## src/hdl/rsc_pkg.sv

```systemverilog
// ----------------------------------------------------------------------------
// rsc_pkg: shared types and constants of the ray set collator
// Holds the operation and status codes, the sequencer states, the default
// sizes and the control and status structs of the free handle queue.
// ----------------------------------------------------------------------------
package rsc_pkg;

  // default sizes
  localparam int unsigned DefMaxSets  = 8;
  localparam int unsigned DefMaxPrt   = 4;
  localparam int unsigned Channels    = 4;
  localparam int unsigned DefFreeDepth = 64;
  localparam int unsigned HandleW     = 16;
  localparam int unsigned KeyW        = 32;
  localparam int unsigned DiscardW    = 16;

  // operation codes
  localparam logic [1:0] OP_ADD      = 2'd0;
  localparam logic [1:0] OP_POP_SET  = 2'd1;
  localparam logic [1:0] OP_POP_FREE = 2'd2;
  localparam logic [1:0] OP_READ_CLR = 2'd3;

  // status codes
  localparam logic [2:0] ST_OK    = 3'd0;
  localparam logic [2:0] ST_RADAR = 3'd1;
  localparam logic [2:0] ST_BAD   = 3'd2;
  localparam logic [2:0] ST_DUP   = 3'd3;
  localparam logic [2:0] ST_FULL  = 3'd4;
  localparam logic [2:0] ST_EMPTY = 3'd5;

  // configuration register indexes
  localparam logic CFG_RADAR_ID = 1'b0;
  localparam logic CFG_PRT_CNT  = 1'b1;

  // sequencer states
  typedef enum logic [3:0] {
    S_IDLE,
    S_MATCH,
    S_DECIDE,
    S_PLACE,
    S_MIN,
    S_MIN_CHK,
    S_REL_RD,
    S_REL_WR,
    S_POP_RD,
    S_POP_OUT,
    S_FREE_OUT
  } state_e;

  // free queue control and status
  typedef struct packed {
    logic push;
    logic pop;
    logic clear_ovf;
  } fifo_ctrl_t;

  typedef struct packed {
    logic empty;
    logic overflow;
  } fifo_stat_t;

endpackage

```

## src/hdl/rsc_free_fifo.sv

```systemverilog
// ----------------------------------------------------------------------------
// rsc_free_fifo: queue of released ray handles
// Circular buffer in a memory with a sticky overflow flag; a push into a full
// queue drops the handle. The head is read into a register on pop.
// ----------------------------------------------------------------------------
module rsc_free_fifo #(
  parameter int unsigned Depth = rsc_pkg::DefFreeDepth
) (
  input  logic                        clk_i,
  input  logic                        rst_ni,
  input  rsc_pkg::fifo_ctrl_t         ctrl_i,
  input  logic [rsc_pkg::HandleW-1:0] push_data_i,
  output logic [rsc_pkg::HandleW-1:0] pop_data_o,
  output rsc_pkg::fifo_stat_t         stat_o
);
  import rsc_pkg::*;

  localparam int unsigned PtrW = $clog2(Depth);
  localparam int unsigned OccW = $clog2(Depth + 1);

  logic [HandleW-1:0] mem [Depth];
  logic [PtrW-1:0]    rptr_q, rptr_d, wptr_q, wptr_d;
  logic [OccW-1:0]    occ_q, occ_d;
  logic               ovf_q, ovf_d;
  logic [HandleW-1:0] rd_q;
  logic               full;

  assign full = (occ_q == OccW'(Depth));

  // pointer, count and flag update
  always_comb begin
    rptr_d = rptr_q;
    wptr_d = wptr_q;
    occ_d  = occ_q;
    ovf_d  = ovf_q;
    if (ctrl_i.push) begin
      if (full) begin
        ovf_d = 1'b1;
      end else begin
        wptr_d = (wptr_q == PtrW'(Depth - 1)) ? '0 : wptr_q + 1'b1;
        occ_d  = occ_q + 1'b1;
      end
    end else if (ctrl_i.pop && occ_q != '0) begin
      rptr_d = (rptr_q == PtrW'(Depth - 1)) ? '0 : rptr_q + 1'b1;
      occ_d  = occ_q - 1'b1;
    end
    if (ctrl_i.clear_ovf) begin
      ovf_d = 1'b0;
    end
  end

  always_ff @(posedge clk_i or negedge rst_ni) begin
    if (!rst_ni) begin
      rptr_q <= '0;
      wptr_q <= '0;
      occ_q  <= '0;
      ovf_q  <= 1'b0;
    end else begin
      rptr_q <= rptr_d;
      wptr_q <= wptr_d;
      occ_q  <= occ_d;
      ovf_q  <= ovf_d;
    end
  end

  // handle memory
  always_ff @(posedge clk_i) begin
    if (ctrl_i.push && !full) begin
      mem[wptr_q] <= push_data_i;
    end
    if (ctrl_i.pop) begin
      rd_q <= mem[rptr_q];
    end
  end

  assign pop_data_o      = rd_q;
  assign stat_o.empty    = (occ_q == '0);
  assign stat_o.overflow = ovf_q;

endmodule

```

## src/hdl/ray_set_collator.sv

```systemverilog
// ----------------------------------------------------------------------------
// ray_set_collator: gathers radar ray handles into sets keyed by ray number
// A small sequencer steps key comparisons over the set table row by row and walks
// the slots of one set through the handle memory, one slot at a time.
// ----------------------------------------------------------------------------
// An add scans the set table for the ray number and a free set, then stores the
// handle; when a set completes, each incomplete set with a lower ray number than
// the lowest complete set is released into the free queue handle by handle.
// A set pop finds the lowest ray number and hands out that set slot by slot.
// Busy drops as the last result appears; results cannot be stalled.
// Reset clears the set table, the free queue and the discard count.
module ray_set_collator #(
  parameter int unsigned MAX_SETS   = rsc_pkg::DefMaxSets,
  parameter int unsigned MAX_PRT    = rsc_pkg::DefMaxPrt,
  parameter int unsigned FREE_DEPTH = rsc_pkg::DefFreeDepth
) (
  input  logic                         clk_i,
  input  logic                         rst_ni,
  input  logic                         cfg_we_i,
  input  logic                         cfg_index_i,
  input  logic [7:0]                   cfg_wdata_i,
  input  logic                         start_i,
  output logic                         busy_o,
  input  logic [1:0]                   op_i,
  input  logic [7:0]                   radar_tag_i,
  input  logic [2:0]                   channel_number_i,
  input  logic [rsc_pkg::KeyW-1:0]     ray_number_i,
  input  logic [2:0]                   prt_index_i,
  input  logic [rsc_pkg::HandleW-1:0]  ray_handle_i,
  output logic                         res_valid_o,
  output logic [2:0]                   status_o,
  output logic [rsc_pkg::HandleW-1:0]  handle_out_o,
  output logic [1:0]                   prt_out_o,
  output logic [2:0]                   channel_out_o,
  output logic [rsc_pkg::DiscardW-1:0] discard_total_o,
  output logic                         handles_lost_o,
  output logic                         last_o
);
  import rsc_pkg::*;

  localparam int unsigned Slots  = MAX_PRT * Channels;
  localparam int unsigned SlotW  = $clog2(Slots);
  localparam int unsigned SetW   = $clog2(MAX_SETS);
  localparam int unsigned FillW  = $clog2(Slots + 1);
  localparam int unsigned AddrW  = SetW + SlotW;
  localparam int unsigned NpW    = $clog2(MAX_PRT + 1);

  // configuration
  logic [7:0] own_id_q;
  logic [2:0] prt_cnt_q;

  always_ff @(posedge clk_i or negedge rst_ni) begin
    if (!rst_ni) begin
      own_id_q  <= '0;
      prt_cnt_q <= 3'd1;
    end else if (cfg_we_i) begin
      unique case (cfg_index_i)
        CFG_RADAR_ID: own_id_q  <= cfg_wdata_i;
        CFG_PRT_CNT:  prt_cnt_q <= cfg_wdata_i[2:0];
        default:      own_id_q  <= own_id_q;
      endcase
    end
  end

  // effective prt count and full set size
  logic [NpW-1:0]   np;
  logic [FillW-1:0] target;

  always_comb begin
    if (prt_cnt_q == 3'd0) begin
      np = NpW'(1);
    end else if ({1'b0, prt_cnt_q} > 4'(MAX_PRT)) begin
      np = NpW'(MAX_PRT);
    end else begin
      np = NpW'(prt_cnt_q);
    end
    target = FillW'(np * Channels);
  end

  // set table
  logic                set_valid_q [MAX_SETS];
  logic [KeyW-1:0]     set_key_q   [MAX_SETS];
  logic [FillW-1:0]    set_fill_q  [MAX_SETS];
  logic [Slots-1:0]    set_mask_q  [MAX_SETS];
  logic [HandleW-1:0]  slot_mem    [MAX_SETS << SlotW];
  logic [HandleW-1:0]  mem_rd_q;

  // sequencer registers
  state_e              state_q, state_d;
  logic                pop_mode_q, pop_mode_d;
  logic [SetW-1:0]     row_q, row_d;
  logic [SlotW-1:0]    slot_q, slot_d;
  logic [SlotW-1:0]    in_slot_q, in_slot_d;
  logic [KeyW-1:0]     key_q, key_d;
  logic [HandleW-1:0]  handle_q, handle_d;
  logic                hit_q, hit_d, free_q, free_d, any_q, any_d;
  logic [SetW-1:0]     hit_row_q, hit_row_d, free_row_q, free_row_d;
  logic [SetW-1:0]     best_row_q, best_row_d;
  logic [KeyW-1:0]     best_key_q, best_key_d;
  logic [DiscardW-1:0] disc_q, disc_d;

  // table and memory strobes
  logic                tab_open, tab_add, tab_release;
  logic                mem_we, mem_re;
  logic [AddrW-1:0]    mem_rd_addr;

  // result request
  logic                emit, emit_last;
  logic [2:0]          emit_status;
  logic [HandleW-1:0]  emit_handle;
  logic [1:0]          emit_prt;
  logic [2:0]          emit_chan;
  logic [DiscardW-1:0] emit_disc;

  // free queue
  fifo_ctrl_t          fifo_ctrl;
  fifo_stat_t          fifo_stat;
  logic [HandleW-1:0]  fifo_data;

  rsc_free_fifo #(
    .Depth (FREE_DEPTH)
  ) u_free_fifo (
    .clk_i       (clk_i),
    .rst_ni      (rst_ni),
    .ctrl_i      (fifo_ctrl),
    .push_data_i (mem_rd_q),
    .pop_data_o  (fifo_data),
    .stat_o      (fifo_stat)
  );

  // current row view and helpers
  logic             row_valid;
  logic [KeyW-1:0]  row_key;
  logic [FillW-1:0] row_fill;
  logic [Slots-1:0] row_mask;
  logic             row_last, slot_last;
  logic [5:0]       slot_calc;
  logic [FillW:0]   new_fill;
  logic [DiscardW:0] disc_sum;

  assign row_valid = set_valid_q[row_q];
  assign row_key   = set_key_q[row_q];
  assign row_fill  = set_fill_q[row_q];
  assign row_mask  = set_mask_q[row_q];
  assign row_last  = (row_q == SetW'(MAX_SETS - 1));
  assign slot_last = (slot_q == SlotW'(Slots - 1));
  assign slot_calc = 6'({prt_index_i, 2'b00}) + 6'(channel_number_i) - 6'd1;
  assign new_fill  = (hit_q ? {1'b0, row_fill} : '0) + 1'b1;
  assign disc_sum  = {1'b0, disc_q} + (DiscardW + 1)'(row_fill);

  // next state and outputs
  always_comb begin
    state_d     = state_q;
    pop_mode_d  = pop_mode_q;
    row_d       = row_q;
    slot_d      = slot_q;
    in_slot_d   = in_slot_q;
    key_d       = key_q;
    handle_d    = handle_q;
    hit_d       = hit_q;
    free_d      = free_q;
    any_d       = any_q;
    hit_row_d   = hit_row_q;
    free_row_d  = free_row_q;
    best_row_d  = best_row_q;
    best_key_d  = best_key_q;
    disc_d      = disc_q;
    tab_open    = 1'b0;
    tab_add     = 1'b0;
    tab_release = 1'b0;
    mem_we      = 1'b0;
    mem_re      = 1'b0;
    mem_rd_addr = {row_q, slot_q};
    fifo_ctrl   = '0;
    emit        = 1'b0;
    emit_last   = 1'b1;
    emit_status = ST_OK;
    emit_handle = '0;
    emit_prt    = '0;
    emit_chan   = '0;
    emit_disc   = '0;

    unique case (state_q)
      S_IDLE: begin
        if (start_i) begin
          unique case (op_i)
            OP_ADD: begin
              if (radar_tag_i != own_id_q) begin
                emit        = 1'b1;
                emit_status = ST_RADAR;
              end else if (channel_number_i == 3'd0 || channel_number_i > 3'(Channels)
                           || {1'b0, prt_index_i} >= 4'(np)) begin
                emit        = 1'b1;
                emit_status = ST_BAD;
              end else begin
                key_d     = ray_number_i;
                handle_d  = ray_handle_i;
                in_slot_d = slot_calc[SlotW-1:0];
                hit_d     = 1'b0;
                free_d    = 1'b0;
                row_d     = '0;
                state_d   = S_MATCH;
              end
            end
            OP_POP_SET: begin
              pop_mode_d = 1'b1;
              any_d      = 1'b0;
              row_d      = '0;
              state_d    = S_MIN;
            end
            OP_POP_FREE: begin
              if (fifo_stat.empty) begin
                emit        = 1'b1;
                emit_status = ST_EMPTY;
              end else begin
                fifo_ctrl.pop = 1'b1;
                state_d       = S_FREE_OUT;
              end
            end
            OP_READ_CLR: begin
              emit                = 1'b1;
              emit_disc           = disc_q;
              disc_d              = '0;
              fifo_ctrl.clear_ovf = 1'b1;
            end
            default: state_d = S_IDLE;
          endcase
        end
      end

      // look for the ray number and the first unused set
      S_MATCH: begin
        if (row_valid && row_key == key_q && !hit_q) begin
          hit_d     = 1'b1;
          hit_row_d = row_q;
        end
        if (!row_valid && !free_q) begin
          free_d     = 1'b1;
          free_row_d = row_q;
        end
        if (row_last) begin
          state_d = S_DECIDE;
        end else begin
          row_d = row_q + 1'b1;
        end
      end

      S_DECIDE: begin
        if (hit_q) begin
          row_d   = hit_row_q;
          state_d = S_PLACE;
        end else if (free_q) begin
          row_d   = free_row_q;
          state_d = S_PLACE;
        end else begin
          emit        = 1'b1;
          emit_status = ST_FULL;
          state_d     = S_IDLE;
        end
      end

      // store the handle, trigger the flush when the set completes
      S_PLACE: begin
        if (hit_q && row_mask[in_slot_q]) begin
          emit        = 1'b1;
          emit_status = ST_DUP;
          state_d     = S_IDLE;
        end else begin
          tab_open = !hit_q;
          tab_add  = 1'b1;
          mem_we   = 1'b1;
          if (new_fill == (FillW + 1)'(target)) begin
            pop_mode_d = 1'b0;
            any_d      = 1'b0;
            row_d      = '0;
            state_d    = S_MIN;
          end else begin
            emit    = 1'b1;
            state_d = S_IDLE;
          end
        end
      end

      // lowest ray number among used sets
      S_MIN: begin
        if (row_valid && (!any_q || row_key < best_key_q)) begin
          any_d      = 1'b1;
          best_row_d = row_q;
          best_key_d = row_key;
        end
        if (row_last) begin
          row_d   = (row_valid && (!any_q || row_key < best_key_q)) ? row_q : best_row_q;
          state_d = S_MIN_CHK;
        end else begin
          row_d = row_q + 1'b1;
        end
      end

      S_MIN_CHK: begin
        slot_d = '0;
        if (pop_mode_q) begin
          if (!any_q || row_fill != target) begin
            emit        = 1'b1;
            emit_status = ST_EMPTY;
            state_d     = S_IDLE;
          end else begin
            state_d = S_POP_RD;
          end
        end else if (!any_q || row_fill == target) begin
          emit    = 1'b1;
          state_d = S_IDLE;
        end else begin
          disc_d  = disc_sum[DiscardW] ? '1 : disc_sum[DiscardW-1:0];
          state_d = S_REL_RD;
        end
      end

      // discard an incomplete set into the free queue
      S_REL_RD: begin
        if (row_mask[slot_q]) begin
          mem_re  = 1'b1;
          state_d = S_REL_WR;
        end else if (slot_last) begin
          tab_release = 1'b1;
          any_d       = 1'b0;
          row_d       = '0;
          state_d     = S_MIN;
        end else begin
          slot_d = slot_q + 1'b1;
        end
      end

      S_REL_WR: begin
        fifo_ctrl.push = 1'b1;
        if (slot_last) begin
          tab_release = 1'b1;
          any_d       = 1'b0;
          row_d       = '0;
          state_d     = S_MIN;
        end else begin
          slot_d  = slot_q + 1'b1;
          state_d = S_REL_RD;
        end
      end

      // hand out a complete set slot by slot
      S_POP_RD: begin
        if (row_mask[slot_q]) begin
          mem_re  = 1'b1;
          state_d = S_POP_OUT;
        end else begin
          slot_d = slot_q + 1'b1;
        end
      end

      S_POP_OUT: begin
        emit        = 1'b1;
        emit_handle = mem_rd_q;
        emit_prt    = 2'(slot_q >> 2);
        emit_chan   = 3'(slot_q[1:0]) + 3'd1;
        emit_last   = (((row_mask >> slot_q) >> 1) == '0);
        if (emit_last) begin
          tab_release = 1'b1;
          state_d     = S_IDLE;
        end else begin
          slot_d  = slot_q + 1'b1;
          state_d = S_POP_RD;
        end
      end

      S_FREE_OUT: begin
        emit        = 1'b1;
        emit_handle = fifo_data;
        state_d     = S_IDLE;
      end

      default: state_d = S_IDLE;
    endcase
  end

  // control registers
  always_ff @(posedge clk_i or negedge rst_ni) begin
    if (!rst_ni) begin
      state_q     <= S_IDLE;
      disc_q      <= '0;
      res_valid_o <= 1'b0;
      for (int i = 0; i < MAX_SETS; i++) begin
        set_valid_q[i] <= 1'b0;
      end
    end else begin
      state_q     <= state_d;
      disc_q      <= disc_d;
      res_valid_o <= emit;
      if (tab_open) begin
        set_valid_q[row_q] <= 1'b1;
      end else if (tab_release) begin
        set_valid_q[row_q] <= 1'b0;
      end
    end
  end

  // payload registers
  always_ff @(posedge clk_i) begin
    pop_mode_q <= pop_mode_d;
    row_q      <= row_d;
    slot_q     <= slot_d;
    in_slot_q  <= in_slot_d;
    key_q      <= key_d;
    handle_q   <= handle_d;
    hit_q      <= hit_d;
    free_q     <= free_d;
    any_q      <= any_d;
    hit_row_q  <= hit_row_d;
    free_row_q <= free_row_d;
    best_row_q <= best_row_d;
    best_key_q <= best_key_d;
    if (tab_add) begin
      set_fill_q[row_q] <= new_fill[FillW-1:0];
      if (tab_open) begin
        set_key_q[row_q]  <= key_q;
        set_mask_q[row_q] <= Slots'(1) << in_slot_q;
      end else begin
        set_mask_q[row_q] <= row_mask | (Slots'(1) << in_slot_q);
      end
    end
    if (mem_we) begin
      slot_mem[{row_q, in_slot_q}] <= handle_q;
    end
    if (mem_re) begin
      mem_rd_q <= slot_mem[mem_rd_addr];
    end
    status_o        <= emit_status;
    handle_out_o    <= emit_handle;
    prt_out_o       <= emit_prt;
    channel_out_o   <= emit_chan;
    discard_total_o <= emit_disc;
    handles_lost_o  <= fifo_stat.overflow;
    last_o          <= emit_last;
  end

  assign busy_o = (state_q != S_IDLE);

endmodule
```

## config.mk

```make
export PLATFORM = sky130hd
export DESIGN_NAME = ray_set_collator
export DESIGN_NICKNAME = d
export VERILOG_FILES = /design/src/hdl/rsc_pkg.sv /design/src/hdl/rsc_free_fifo.sv /design/src/hdl/ray_set_collator.sv
export SDC_FILE = /design/constraint.sdc
export NUM_CORES = 2
export LEC_CHECK = 0
export BUFFER_PORTS_ARGS = -buffer_cell sky130_fd_sc_hd__buf_2
export CELL_PAD_IN_SITES_DETAIL_PLACEMENT = 1
export CELL_PAD_IN_SITES_GLOBAL_PLACEMENT = 2
export CORE_MARGIN = 5
export CORE_UTILIZATION = 50
export CTS_BUF_LIST = sky130_fd_sc_hd__clkbuf_8
export DETAILED_ROUTE_END_ITERATION = 8
export PLACE_DENSITY = 0.78
export REMOVE_ABC_BUFFERS = 1
export SLEW_MARGIN = 10
export SYNTH_ARGS = -nofsm -noshare
export SYNTH_HDL_FRONTEND = slang
export SYNTH_SLANG_ARGS = --single-unit
export TNS_END_PERCENT = 100
```

## constraint.sdc

```tcl
create_clock -name clk_i -period 7.3 [get_ports clk_i]
set_clock_uncertainty 0.1 [all_clocks]
set_input_delay 0.73 -clock clk_i [delete_from_list [all_inputs] [get_ports clk_i]]
set_output_delay 0.73 -clock clk_i [all_outputs]
set_load 0.01 [all_outputs]
```

==> flow_summary.json <==
{
  "synth_seq_area_share_pct": 76.8,
  "syn_area_sq_mm": 0.145,
  "slew_headroom_pct": 10.5,
  "min_from": "radar_tag_i[4]",
  "max_cap_violations": 0,
  "dr.pass1.iters": 5,
  "clock-root-buffer": "clkbuf_8",
  "dp_cells": 10400,
  "synth_edf_count": 3632,
  "synth_common_cells": "3632 x edfxtp_1, 1065 x mux4_2, 285 x nor2_1",
  "via_count": 71100,
  "dp_slack_ps": 1590,
  "hold_viol": 0,
  "syn_avg_cell_area_sq_um": 22.3,
  "critPathLaunchType": "flop",
  "insertion_delay_ps": 1150,
  "synth_most_common_cell": "edfxtp_1",
  "worst_pin_slew_ps": 1340,
  "drive_gt1_share_pct": 30.8,
  "grt_pass1_wl_microns": 537000,
  "vias_per_cell": 6.12,
  "p_comb_share_pct": 23.2,
  "cts_made_buffers": 603,
  "dieArea_sq_mm": 0.301,
  "switching_share_pct": 29.2,
  "met1_length_microns": 151000,
  "p_int_mw": 38.2,
  "max_clock_freq_ghz": 0.175,
  "grt_usage_pct": 24.4,
  "wl_microns": 368000,
  "ff2ff_setup_slack_ps": 1600,
  "die_w_microns": 549,
  "finalNetCount": 7385,
  "synthArstFlopShare_pct": 1.61,
  "highest_layer": "met4",
  "setup_slack_ps": 1600,
  "p_leak_nw": 52.9,
  "drc_errors": 0,
  "fp-row-count": 197,
  "rsz0062_at_grt": "no",
  "synth.top_cell.area_share_pct": 75.2,
  "antenna_found_initial": 13,
  "hp-class": "in -> reg",
  "hpwlAfterDp_microns": 218000,
  "post-route-period-util_pct": 78.1,
  "coreArea_sq_mm": 0.289,
  "worstPathArrival_ps": 6300,
  "final_max_slew_viol_count": 0,
  "clk_pin_slew_ps": 60,
  "fin_area_sq_mm": 0.164,
  "clock_sinks": 3737,
  "syn_to_final_growth_pct": 12.8,
  "ys_warn_count": 0,
  "period_needed_ps": 5700,
  "path_class": "reg -> reg",
  "grt_max_degree": 135,
  "crit_fanout": 38,
  "wl_per_cell_microns": 31.7,
  "port_buffers": 120,
  "slowest_stage": "dfxtp_4",
  "end_kind": "flop",
  "critical-path-max-stage-delay_ps": 840,
  "fin_cells": 11600,
  "seq_area_sq_mm": 0.111,
  "drt-initial-drc-count": 8614,
  "status": "complete, no violations",
  "clkPwrFrac_pct": 31.5,
  "dr_wl_met3_microns": 28400,
  "ys_types": 91,
  "initial_core_util_pct": 50.3,
  "pin_count": 121,
  "drtAntennaViolNets": 0,
  "setup_viol": 0,
  "place_congestion": 0.845,
  "required_ps": 7890,
  "gr-total-overflow": 0,
  "cts_setup_buffers": 0,
  "fill_cells": 24500,
  "synth_seq_cells": 3737,
  "cts_hold_buf": 73,
  "yosys.area.top_type": "edfxtp_1",
  "synth_cells": 6512,
  "power.density_mw_per_mm2": 329,
  "path_cells": "buf_4, mux2i_1, a22o_1, a221oi_1, a211oi_1, a311o_1, o22ai_2, nor2_1, nand2_1, inv_1",
  "wl_met2_microns": 180000,
  "power_frac_seq_pct": 45.3,
  "cts_tree": "yes",
  "cts_resized": 0,
  "hold_slack_ps": 150,
  "ir_drop_mv": 0.297,
  "cts.path.max_buffers": 4,
  "synth_area_leaders": "edfxtp_1 75%, mux4_2 17%, dfrtp_1 1.0%",
  "dpl-instance-area_sq_mm": 0.152,
  "synth_flop_cell": "edfxtp_1",
  "fp.dieH_microns": 549,
  "ctsHtreeMaxLevel": 6,
  "grt_pass1_vias": 74800,
  "multi_input_area_sq_mm": 0.0318,
  "power.net_switching_mw": 15.7
}
[worst paths after layout]
kind | end | cells after the start
worst max-delay path | set_mask_q[5][2] | 10
worst min-delay path | status_o[1] | 6
worst max register to register | set_mask_q[5][2] | 10
worst min register to register | handles_lost_o | 0
max in group asynchronous | u_free_fifo.rptr_q[0] | 2
min in group asynchronous | own_id_q[4] | 2
[state kept, by name, summed over array words and instances, names as in the netlist, 6 cells and up, named ones only]
name,flops
slot_mem,2048
u_free_fifo.mem,1024
set_key_q,256
set_mask_q,128
set_fill_q,40
best_key_q,32
key_q,32
disc_q,16
discard_total_o,16
handle_out_o,16
handle_q,16
mem_rd_q,16
u_free_fifo.pop_data_o,16
own_id_q,8
u_free_fifo.occ_q,7
u_free_fifo.rptr_q,6
u_free_fifo.wptr_q,6
[metrics by stage]
stage          power (mW)  utilization [%]  setup TNS, ps
2_1_floorplan        35.4                -       -3495490
3_3_place_gp         37.2             52.6              0
3_5_place_dp         37.4             52.6              0
4_1_cts              54.4             56.7              0
5_1_grt              56.1             56.7              0
6_report             53.9             56.7              0
[layer usage]
metal / up-vias / track usage, %
met5: - / 0
met4: 0 / 6.34
met3: 555 / 4.27
met2: 3397 / 39.0
met1: 38300 / 35.3
li1: 28800 / -
[logic make-up after synthesis]
kind of cell | after synthesis | synth area share, %
AO/OA/AOI/OAI | 332 | 1.53
XOR/XNOR | 60 | 0.362
adder cells (fa/ha/maj) | 62 | 0.550
buffers and inverters | 536 | 1.47
flip-flops | 3737 | 76.8
multiplexers | 1180 | 17.4
AND/OR/NAND/NOR | 605 | 1.91
[critical path, delay by kind of cell, from the launching register on]
kind	cells	cell delay, ps
flops	1	840
mux	1	160
buf+inv	2	1280
compound gates	5	1850
simple gates	2	990
[power groups by stage]
stage / combinational, mW / sequential, mW / clock (mW)
after detailed placement: 12.5 / 24.9 / 0
final: 12.5 / 24.4 / 17.0
after global placement: 12.3 / 24.8 / 0
after CTS: 12.6 / 24.4 / 17.4
after global routing: 13.1 / 24.4 / 18.6
after floorplan: 9.59 / 25.8 / 0
[area by class of cell]
type | count | area share (%)
Timing Repair Buffer | 456 | 2.17
Tap cell | 3880 | 2.97
Antenna cell | 12 | 0.0183
Sequential cell | 3737 | 68.1
Multi-Input combinational cell | 2239 | 19.4
Clock inverter | 448 | 1.57
Clock buffer | 628 | 5.28
Inverter | 209 | 0.484
[placed cells by master, fill, tap and decap left out, types with 14 or more instances in the layout]
cell	n
xnor2_1	35
inv_1	397
or4_1	17
nor2_1	217
and2_1	16
mux4_2	1065
dfxtp_1	43
a21oi_1	51
inv_6	15
nor3_1	18
clkinv_1	130
clkbuf_8	628
nand2_1	117
mux2i_1	53
o21ai_0	81
nor2b_1	22
clkinv_2	60
mux2_2	60
buf_4	245
buf_12	19
inv_8	14
a22o_1	20
xor2_1	25
nand4_1	15
o22ai_1	54
nor2_2	58
bufinv_16	16
edfxtp_1	3632
ha_1	59
dfrtp_1	55
a22oi_1	20
dlygate4sd3_1	73
buf_2	119
nand3_1	31
No activity file was read; power rests on OpenSTA's default activity.
